## config.mk

```make
export PLATFORM = sky130hd
export DESIGN_NAME = servo_recipe_sequencer
export DESIGN_NICKNAME = d
export VERILOG_FILES = /design/src/hw/rtl/srs_pkg.sv /design/src/hw/rtl/servo_recipe_sequencer.sv
export SDC_FILE = /design/constraint.sdc
export NUM_CORES = 1
export LEC_CHECK = 0
export BUFFER_PORTS_ARGS = -buffer_cell sky130_fd_sc_hd__clkbuf_2
export CORE_ASPECT_RATIO = 0.6
export CORE_MARGIN = 2
export CORE_UTILIZATION = 60
export CTS_CLUSTER_DIAMETER = 60
export DETAILED_ROUTE_END_ITERATION = 8
export GPL_ROUTABILITY_DRIVEN = 1
export PLACE_DENSITY = 0.77
export SLEW_MARGIN = 20
export SYNTH_ARGS = -nofsm -noshare
export SYNTH_HDL_FRONTEND = slang
export SYNTH_SLANG_ARGS = --single-unit
```

## constraint.sdc

```tcl
create_clock -name clk -period 7.7 [get_ports clk]
set_input_delay 0.385 -clock clk [delete_from_list [all_inputs] [get_ports clk]]
set_output_delay 0.385 -clock clk [all_outputs]
set_load 0.01 [all_outputs]
```

## src/hw/rtl/srs_pkg.sv

```systemverilog
// srs_pkg: shared types and constants for the servo recipe sequencer.
// Used by servo_recipe_sequencer and srs_checker; no dependencies.

package srs_pkg;

    localparam int RECIPE_DEPTH_DEF = 32;
    localparam int NUM_POS          = 6;
    localparam logic [2:0] LAST_POS = 3'd5;

    localparam int MODE_W  = 2;
    localparam int EVENT_W = 3;
    localparam int ADDR_W  = 5;
    localparam int BYTE_W  = 8;
    localparam int PARAM_W = 5;
    localparam int OP_W    = 3;
    localparam int POS_W   = 3;
    localparam int DUTY_W  = 8;
    localparam int CFG_IDX_W = 3;
    localparam int MOVE_W  = 3;

    // reset duty values, position 0 in the low byte
    localparam logic [NUM_POS-1:0][DUTY_W-1:0] DUTY_RESET =
        {8'd21, 8'd17, 8'd13, 8'd10, 8'd6, 8'd5};

    typedef enum logic [MODE_W-1:0] {
        MODE_TICK  = 2'd0,
        MODE_EVENT = 2'd1,
        MODE_LOAD  = 2'd2
    } mode_t;

    typedef enum logic [EVENT_W-1:0] {
        EV_NONE   = 3'd0,
        EV_BEGIN  = 3'd1,
        EV_PAUSE  = 3'd2,
        EV_RESUME = 3'd3,
        EV_LEFT   = 3'd4,
        EV_RIGHT  = 3'd5
    } event_t;

    // opcode field, bits 7:5 of a recipe byte
    typedef enum logic [OP_W-1:0] {
        OP_END     = 3'd0,
        OP_MOVE    = 3'd1,
        OP_WAIT    = 3'd2,
        OP_LOOP    = 3'd4,
        OP_ENDLOOP = 3'd5
    } opcode_t;

    typedef enum logic [1:0] {
        RS_PAUSED   = 2'd0,
        RS_RUNNING  = 2'd1,
        RS_CMD_ERR  = 2'd2,
        RS_NEST_ERR = 2'd3
    } run_t;

    typedef enum logic [1:0] {
        MS_UNKNOWN = 2'd0,
        MS_AT_POS  = 2'd1,
        MS_MOVING  = 2'd2,
        MS_ENDED   = 2'd3
    } motion_t;

    typedef enum logic [CFG_IDX_W-1:0] {
        REG_DUTY_POS0 = 3'd0,
        REG_DUTY_POS1 = 3'd1,
        REG_DUTY_POS2 = 3'd2,
        REG_DUTY_POS3 = 3'd3,
        REG_DUTY_POS4 = 3'd4,
        REG_DUTY_POS5 = 3'd5
    } cfg_idx_t;

endpackage

```

## src/hw/rtl/servo_recipe_sequencer.sv

```systemverilog
// servo_recipe_sequencer: recipe interpreter for one servo channel.
// Depends on srs_pkg (types, opcodes, status codes, reset duty values).
//
//   channel | direction | handshake           | payload
//   --------+-----------+---------------------+----------------------------------------
//   in      | to block  | in_valid/in_ready   | mode, event_code, load_addr, load_data
//   out     | from blk  | out_valid/out_ready | duty_value, duty_update, servo_position,
//           |           |                     | servo_status, recipe_status
//   cfg     | to block  | cfg_we              | cfg_index, cfg_data
//
// One item per cycle while no result is stalled: the state update and result are formed
// in the accept cycle and the result shows in the output register on the next cycle.
// The recipe byte at the current step is prefetched into a read register from the
// recipe memory, addressed by the next step index, so a tick never waits on the RAM.
// in_ready drops only while a result is held and out_ready is low.
// rst_n clears all control state; the recipe memory has no reset.

module servo_recipe_sequencer #(
    parameter int RECIPE_DEPTH = srs_pkg::RECIPE_DEPTH_DEF
) (
    input  logic                          clk,
    input  logic                          rst_n,

    input  logic                          in_valid,
    output logic                          in_ready,
    input  logic [srs_pkg::MODE_W-1:0]    mode,
    input  logic [srs_pkg::EVENT_W-1:0]   event_code,
    input  logic [srs_pkg::ADDR_W-1:0]    load_addr,
    input  logic [srs_pkg::BYTE_W-1:0]    load_data,

    output logic                          out_valid,
    input  logic                          out_ready,
    output logic [srs_pkg::DUTY_W-1:0]    duty_value,
    output logic                          duty_update,
    output logic [srs_pkg::POS_W-1:0]     servo_position,
    output logic [1:0]                    servo_status,
    output logic [1:0]                    recipe_status,

    input  logic                          cfg_we,
    input  logic [srs_pkg::CFG_IDX_W-1:0] cfg_index,
    input  logic [srs_pkg::DUTY_W-1:0]    cfg_data
);

    localparam int AW = $clog2(RECIPE_DEPTH);
    localparam int LOAD_SPAN = 2 ** srs_pkg::ADDR_W;

    // load address to store index, modulo the depth, one entry per address
    function automatic logic [LOAD_SPAN-1:0][AW-1:0] fold_table();
        logic [LOAD_SPAN-1:0][AW-1:0] t;
        for (int i = 0; i < LOAD_SPAN; i++)
        begin
            t[i] = AW'(i % RECIPE_DEPTH);
        end
        return t;
    endfunction

    localparam logic [LOAD_SPAN-1:0][AW-1:0] LOAD_FOLD = fold_table();

    // recipe memory and prefetch register
    logic [srs_pkg::BYTE_W-1:0] recipe_mem [RECIPE_DEPTH];
    logic [srs_pkg::BYTE_W-1:0] rd_byte_reg;

    logic [srs_pkg::DUTY_W-1:0] duty_reg [srs_pkg::NUM_POS];

    logic [AW-1:0]              step_reg, step_next;
    logic [srs_pkg::MOVE_W-1:0] move_cnt_reg, move_cnt_next;
    logic [srs_pkg::PARAM_W-1:0] wait_cnt_reg, wait_cnt_next;
    logic [AW:0]                loop_start_reg, loop_start_next;
    logic [srs_pkg::PARAM_W-1:0] loop_rem_reg, loop_rem_next;
    srs_pkg::run_t              run_reg, run_next;
    srs_pkg::motion_t           motion_reg, motion_next;
    logic [srs_pkg::POS_W-1:0]  pos_reg, pos_next;

    logic                       out_valid_reg;
    logic [srs_pkg::DUTY_W-1:0] duty_value_reg;
    logic                       duty_update_reg;
    logic [srs_pkg::POS_W-1:0]  position_reg;
    logic [1:0]                 servo_status_reg;
    logic [1:0]                 recipe_status_reg;

    logic                       accept;
    logic                       mem_we;
    logic [AW-1:0]              load_idx;
    logic [srs_pkg::OP_W-1:0]   op;
    logic [srs_pkg::PARAM_W-1:0] param;
    logic [AW-1:0]              step_inc;
    logic [AW:0]                loop_body;
    logic [AW-1:0]              loop_jump;
    logic                       mv_en;
    logic [srs_pkg::POS_W-1:0]  mv_tgt;
    logic [srs_pkg::MOVE_W-1:0] mv_dist;
    logic                       moved;
    srs_pkg::run_t              run_ev;
    logic [srs_pkg::DUTY_W-1:0] duty_sel;

    assign in_ready = !out_valid_reg || out_ready;
    assign accept   = in_valid && in_ready;

    assign op    = rd_byte_reg[srs_pkg::BYTE_W-1 -: srs_pkg::OP_W];
    assign param = rd_byte_reg[srs_pkg::PARAM_W-1:0];

    assign step_inc  = (step_reg == AW'(RECIPE_DEPTH - 1)) ? '0 : step_reg + 1'b1;
    assign loop_body = {1'b0, step_reg} + 1'b1;
    assign loop_jump = (loop_start_reg == (AW+1)'(RECIPE_DEPTH)) ? '0
                                                               : loop_start_reg[AW-1:0];

    assign load_idx = LOAD_FOLD[load_addr];

    assign mv_dist = (pos_reg > mv_tgt) ? (pos_reg - mv_tgt) : (mv_tgt - pos_reg);

    always_comb
    begin
        step_next       = step_reg;
        move_cnt_next   = move_cnt_reg;
        wait_cnt_next   = wait_cnt_reg;
        loop_start_next = loop_start_reg;
        loop_rem_next   = loop_rem_reg;
        run_next        = run_reg;
        motion_next     = motion_reg;
        pos_next        = pos_reg;
        mem_we          = 1'b0;
        mv_en           = 1'b0;
        mv_tgt          = pos_reg;
        moved           = 1'b0;
        run_ev          = run_reg;

        if (accept)
        begin
            case (mode)
                srs_pkg::MODE_TICK:
                begin
                    if (run_reg != srs_pkg::RS_RUNNING)
                    begin
                        motion_next = srs_pkg::MS_AT_POS;
                    end
                    else
                    begin
                        case (op)
                            srs_pkg::OP_MOVE:
                            begin
                                if (param > 5'(srs_pkg::LAST_POS))
                                begin
                                    run_next = srs_pkg::RS_CMD_ERR;
                                end
                                else if (motion_reg != srs_pkg::MS_MOVING)
                                begin
                                    mv_en  = 1'b1;
                                    mv_tgt = param[srs_pkg::POS_W-1:0];
                                end
                                else if (move_cnt_reg != '0)
                                begin
                                    move_cnt_next = move_cnt_reg - 1'b1;
                                end
                                else
                                begin
                                    motion_next = srs_pkg::MS_AT_POS;
                                    step_next   = step_inc;
                                end
                            end
                            srs_pkg::OP_WAIT:
                            begin
                                if (wait_cnt_reg > 5'd1)
                                begin
                                    wait_cnt_next = wait_cnt_reg - 1'b1;
                                end
                                else if (wait_cnt_reg == 5'd1)
                                begin
                                    wait_cnt_next = '0;
                                    step_next     = step_inc;
                                end
                                else
                                begin
                                    wait_cnt_next = param;
                                end
                            end
                            srs_pkg::OP_LOOP:
                            begin
                                if (loop_start_reg != '0)
                                begin
                                    run_next = srs_pkg::RS_NEST_ERR;
                                end
                                else
                                begin
                                    loop_start_next = loop_body;
                                    loop_rem_next   = param;
                                end
                                step_next = step_inc;
                            end
                            srs_pkg::OP_ENDLOOP:
                            begin
                                if (loop_rem_reg != '0)
                                begin
                                    loop_rem_next = loop_rem_reg - 1'b1;
                                    step_next     = loop_jump;
                                end
                                else
                                begin
                                    loop_start_next = '0;
                                    step_next       = step_inc;
                                end
                            end
                            srs_pkg::OP_END:
                            begin
                                motion_next = srs_pkg::MS_ENDED;
                            end
                            default:
                            begin
                                // unused opcodes hold the step
                            end
                        endcase
                    end
                end
                srs_pkg::MODE_EVENT:
                begin
                    case (event_code)
                        srs_pkg::EV_BEGIN:
                        begin
                            step_next       = '0;
                            loop_start_next = '0;
                            loop_rem_next   = '0;
                            wait_cnt_next   = '0;
                            run_ev          = srs_pkg::RS_RUNNING;
                        end
                        srs_pkg::EV_PAUSE:  run_ev = srs_pkg::RS_PAUSED;
                        srs_pkg::EV_RESUME: run_ev = srs_pkg::RS_RUNNING;
                        default:            run_ev = run_reg;
                    endcase
                    run_next = run_ev;
                    // manual jog only while paused and settled
                    if (run_ev == srs_pkg::RS_PAUSED && motion_reg == srs_pkg::MS_AT_POS)
                    begin
                        if (event_code == srs_pkg::EV_LEFT && pos_reg < srs_pkg::LAST_POS)
                        begin
                            mv_en  = 1'b1;
                            mv_tgt = pos_reg + 1'b1;
                        end
                        else if (event_code == srs_pkg::EV_RIGHT && pos_reg != '0)
                        begin
                            mv_en  = 1'b1;
                            mv_tgt = pos_reg - 1'b1;
                        end
                    end
                end
                srs_pkg::MODE_LOAD:
                begin
                    mem_we = 1'b1;
                end
                default:
                begin
                    // unused mode reports state unchanged
                end
            endcase

            if (mv_en)
            begin
                motion_next   = srs_pkg::MS_MOVING;
                move_cnt_next = mv_dist;
                pos_next      = mv_tgt;
                moved         = 1'b1;
            end
        end
    end

    always_comb
    begin
        case (pos_next)
            3'd0:    duty_sel = duty_reg[0];
            3'd1:    duty_sel = duty_reg[1];
            3'd2:    duty_sel = duty_reg[2];
            3'd3:    duty_sel = duty_reg[3];
            3'd4:    duty_sel = duty_reg[4];
            3'd5:    duty_sel = duty_reg[5];
            default: duty_sel = '0;
        endcase
    end

    // recipe memory: one write port, registered read at the next step index
    always_ff @(posedge clk)
    begin
        if (mem_we)
        begin
            recipe_mem[load_idx] <= load_data;
        end
        if (mem_we && load_idx == step_next)
        begin
            rd_byte_reg <= load_data;
        end
        else
        begin
            rd_byte_reg <= recipe_mem[step_next];
        end
    end

    always_ff @(posedge clk or negedge rst_n)
    begin
        if (!rst_n)
        begin
            for (int i = 0; i < srs_pkg::NUM_POS; i++)
            begin
                duty_reg[i] <= srs_pkg::DUTY_RESET[i];
            end
        end
        else if (cfg_we)
        begin
            case (cfg_index)
                srs_pkg::REG_DUTY_POS0: duty_reg[0] <= cfg_data;
                srs_pkg::REG_DUTY_POS1: duty_reg[1] <= cfg_data;
                srs_pkg::REG_DUTY_POS2: duty_reg[2] <= cfg_data;
                srs_pkg::REG_DUTY_POS3: duty_reg[3] <= cfg_data;
                srs_pkg::REG_DUTY_POS4: duty_reg[4] <= cfg_data;
                srs_pkg::REG_DUTY_POS5: duty_reg[5] <= cfg_data;
                default:
                begin
                    // no register at this index
                end
            endcase
        end
    end

    always_ff @(posedge clk or negedge rst_n)
    begin
        if (!rst_n)
        begin
            step_reg       <= '0;
            move_cnt_reg   <= '0;
            wait_cnt_reg   <= '0;
            loop_start_reg <= '0;
            loop_rem_reg   <= '0;
            run_reg        <= srs_pkg::RS_PAUSED;
            motion_reg     <= srs_pkg::MS_UNKNOWN;
            pos_reg        <= '0;
            out_valid_reg  <= 1'b0;
        end
        else
        begin
            step_reg       <= step_next;
            move_cnt_reg   <= move_cnt_next;
            wait_cnt_reg   <= wait_cnt_next;
            loop_start_reg <= loop_start_next;
            loop_rem_reg   <= loop_rem_next;
            run_reg        <= run_next;
            motion_reg     <= motion_next;
            pos_reg        <= pos_next;
            if (accept)
            begin
                out_valid_reg <= 1'b1;
            end
            else if (out_ready)
            begin
                out_valid_reg <= 1'b0;
            end
        end
    end

    always_ff @(posedge clk)
    begin
        if (accept)
        begin
            duty_value_reg    <= duty_sel;
            duty_update_reg   <= moved;
            position_reg      <= pos_next;
            servo_status_reg  <= motion_next;
            recipe_status_reg <= run_next;
        end
    end

    assign out_valid      = out_valid_reg;
    assign duty_value     = duty_value_reg;
    assign duty_update    = duty_update_reg;
    assign servo_position = position_reg;
    assign servo_status   = servo_status_reg;
    assign recipe_status  = recipe_status_reg;

endmodule

```

==> metrics.cfg <==
[floorplanning]
start_util=0.611
io_pins=52
dieHeight_um=128
dieArea_um2=27100
fp.dieW_um=211
core-area_um2=25300
rows=45

[timing]
fin_crit_sh=0.791
whs_ps=15.0
report.final.hold_viol_count=0
fin_setup_tns_ps=0
tightest_slew_ps=1070
setup_viol=0
rsz0062_at_grt=no
fin_ws_ps=1610
fin_skew_ps=22.9
fin_crit_ps=6090
relSlewSlack=0.282
fmax_mhz=164
slew_violations=0

[layout]
instances_no_fill=1343
largest_reg_flops=256
seqCellArea_um2=10300
final_util=0.671
drive_above_1_share=0.269
nFillCells=1696
multi_input_area_um2=4910
antenna_cells=0
fin_area_um2=17000
area_growth_pct=9.88
nets=1043

[clock_tree]
ctsResizeCount=0
h-tree-depth=1
cts.clk_slew.worst_paths_ps=70
cts_setup_buffers=0
cts_inserted_buffers=30
cts_tree=yes
clock-root-buffer=clkbuf_16
cts_sinks=357
clock_path_buffers=3
hold_buffers=1
clkLatencyLatePin_ps=580

[min_path]
min_path_cells=2
hp-class=input pin to flop
min_to=out_valid$_DFFE_PN0P_
min_from=in_valid

[setup_path]
setup.worst_path.class=flop to flop
r2r_slack_ps=1610
worstPathMaxFanout=39
rr_endpoint=move_cnt_reg[2]$_DFFE_PN0P_
r2r.worst_path.cells=19
arrival_ps=6540
setup.worst_path.end_class=flop
startpoint_type=flop
worst_ep_required_time_ps=8150

[yosys]
syn_inst=930
synth-seq-cells=357
syn_area_um2=15500
synthFlopType=edfxtp_1
ys_seq_area_frac=0.665
synthArstFlopShare=0.224
ys_types=70
synth_fp_nets=982
synth_warnings=0
synth_edf_count=272
synth_area_per_cell_um2=16.6

[routing]
vias_per_cell=6.73
ant_nets=0
wl_per_cell_um=25.9
detail_route.first_pass.iterations=5
route.vias.total=9042
drt_iter0_markers=1398
drt_wl_total_mm=34.7
drc=0

[outcome]
status=finished clean

[pwr]
p_int_mw=3.23
p_switching_mw=1.07
irDropWorstVdd_uv=196
power_density_nw_per_um2=253
pwr-share-comb=0.130
power.leakage_nw=5.72
netSwitchingFraction=0.249
finalPower_mw=4.30
pwr-share-seq=0.532
p_clk_frac=0.338

[grt]
overflow=0
antenna_found_initial=0
grt_pass1_wl_mm=53.4
grt_use_total=0.267
grt_max_degree=68
grt_pass1_vias=8567

[placed_design]
dpl.hpwl_mm=23.4
place_congestion=0.890
port_buffers=51
dp_cells=1287
pre_cts_ws_ps=1590
placed_area_um2=16000

[job]
max_cap_viol_count=0

[worst max-delay path: stages, from the launching register on]
cell	delay (ps)
dfxtp_4	810
buf_4	380
mux4_1	570
mux4_2	490
mux2_4	340
or4b_4	540
o21ai_1	700
a21oi_1	220
a31oi_2	190
buf_4	330
inv_1	140
ha_1	200
a21o_1	150
a21oi_1	130
a31oi_1	80
mux2i_1	200
xor2_1	160
nand2_1	60
o21ai_0	110
a21oi_1	80
[cell usage in the layout (no fill, tap or decap), types with 4 or more instances in the layout]
| cell type | synthesis | final |
|---|---|---|
| edfxtp_1 | 272 | 272 |
| mux4_2 | 70 | 70 |
| dfrtp_1 | 66 | 66 |
| nor2_1 | 62 | 62 |
| mux2_2 | 57 | 57 |
| nand2_1 | 52 | 52 |
| clkbuf_2 | 0 | 50 |
| o21ai_0 | 38 | 38 |
| clkbuf_16 | 0 | 31 |
| inv_1 | 23 | 23 |
| mux2i_1 | 22 | 22 |
| a21oi_1 | 17 | 17 |
| nor3_1 | 16 | 16 |
| nand3_1 | 16 | 16 |
| ha_1 | 16 | 16 |
| dfstp_2 | 14 | 14 |
| buf_4 | 2 | 14 |
| o31ai_1 | 12 | 12 |
| nand2b_1 | 11 | 11 |
| mux4_1 | 10 | 10 |
| o221ai_1 | 10 | 10 |
| a21bo_2 | 8 | 8 |
| a31oi_1 | 9 | 8 |
| clkbuf_1 | 13 | 8 |
| clkinv_1 | 1 | 7 |
| o21a_1 | 6 | 6 |
| a21o_1 | 6 | 6 |
| a22o_1 | 6 | 6 |
| nor2b_1 | 5 | 5 |
| clkbuf_8 | 0 | 5 |
| nor3b_1 | 4 | 4 |
| or4b_2 | 4 | 4 |
[power groups by stage]
stage | registers [mW] | logic [mW] | clock network, mW
finish | 2.29 | 0.558 | 1.45
global route | 2.31 | 0.614 | 1.53
CTS | 2.29 | 0.554 | 1.46
detailed placement | 2.33 | 0.550 | 0
global placement | 2.32 | 0.530 | 0
floorplan | 2.31 | 0.387 | 0
[routing by layer]
metal  vias to the layer above  wire [um]  global-route usage
met5                         -          0                   0
met4                         0        603              0.0497
met3                        54       4300              0.0708
met2                       548      14200               0.348
met1                      4616      15700               0.451
li1                       3824          -                   -
[cell usage after synthesis (3+ instances only)]
cell	count	area [um2]
edfxtp_1	272	8170
mux4_2	70	1580
dfrtp_1	66	1650
nor2_1	62	233
mux2_2	57	642
nand2_1	52	195
o21ai_0	38	190
inv_1	23	86.3
mux2i_1	22	220
a21oi_1	17	85.1
ha_1	16	200
nand3_1	16	80.1
nor3_1	16	80.1
dfstp_2	14	368
clkbuf_1	13	48.8
o31ai_1	12	90.1
nand2b_1	11	68.8
mux4_1	10	263
o221ai_1	10	87.6
a31oi_1	9	56.3
buf_1	9	33.8
a21bo_2	8	80.1
a21o_1	6	45.0
a22o_1	6	52.6
o21a_1	6	45.0
buf_2	5	25.0
buf_6	5	56.3
dfxtp_1	5	100
nor2b_1	5	31.3
nor3b_1	4	30.0
nor4_1	4	25.0
or4b_2	4	40.0
a221o_1	3	30.0
nand4_1	3	18.8
o21ai_1	3	15.0
or2_2	3	18.8
[cell families after synthesis]
kind of cell / Yosys count / synth area share
AOI/OAI and AO/OA: 137 / 0.0615
buffers and inverters: 60 / 0.0193
DFF: 357 / 0.665
and+or+nand+nor: 194 / 0.0605
adders and majority gates: 18 / 0.0155
xor gates and xnor gates: 3 / 0.00170
muxes: 161 / 0.176
[layout make-up]
class	instances	area share
repair buffers	65	0.0215
clock inverters	11	0.00316
multi-input cells	513	0.289
inverters	24	0.00530
flip-flops and latches	357	0.605
well taps	329	0.0242
clock buffers	44	0.0514
[worst max path at each step]
| stage | startpoint | to | slack, ps | cells past startpoint |
|---|---|---|---|---|
| after floorplan | flop | move_cnt_reg[1]$_DFFE_PN0P_ | 2960 | 23 |
| after global placement | flop | move_cnt_reg[2]$_DFFE_PN0P_ | 1670 | 19 |
| after detailed placement | flop | move_cnt_reg[2]$_DFFE_PN0P_ | 1590 | 19 |
| after CTS | flop | move_cnt_reg[2]$_DFFE_PN0P_ | 1540 | 19 |
| after global routing | flop | move_cnt_reg[2]$_DFFE_PN0P_ | 1060 | 19 |
| final | flop | move_cnt_reg[2]$_DFFE_PN0P_ | 1610 | 19 |
Note: power is estimated with default switching activity, not from simulation.
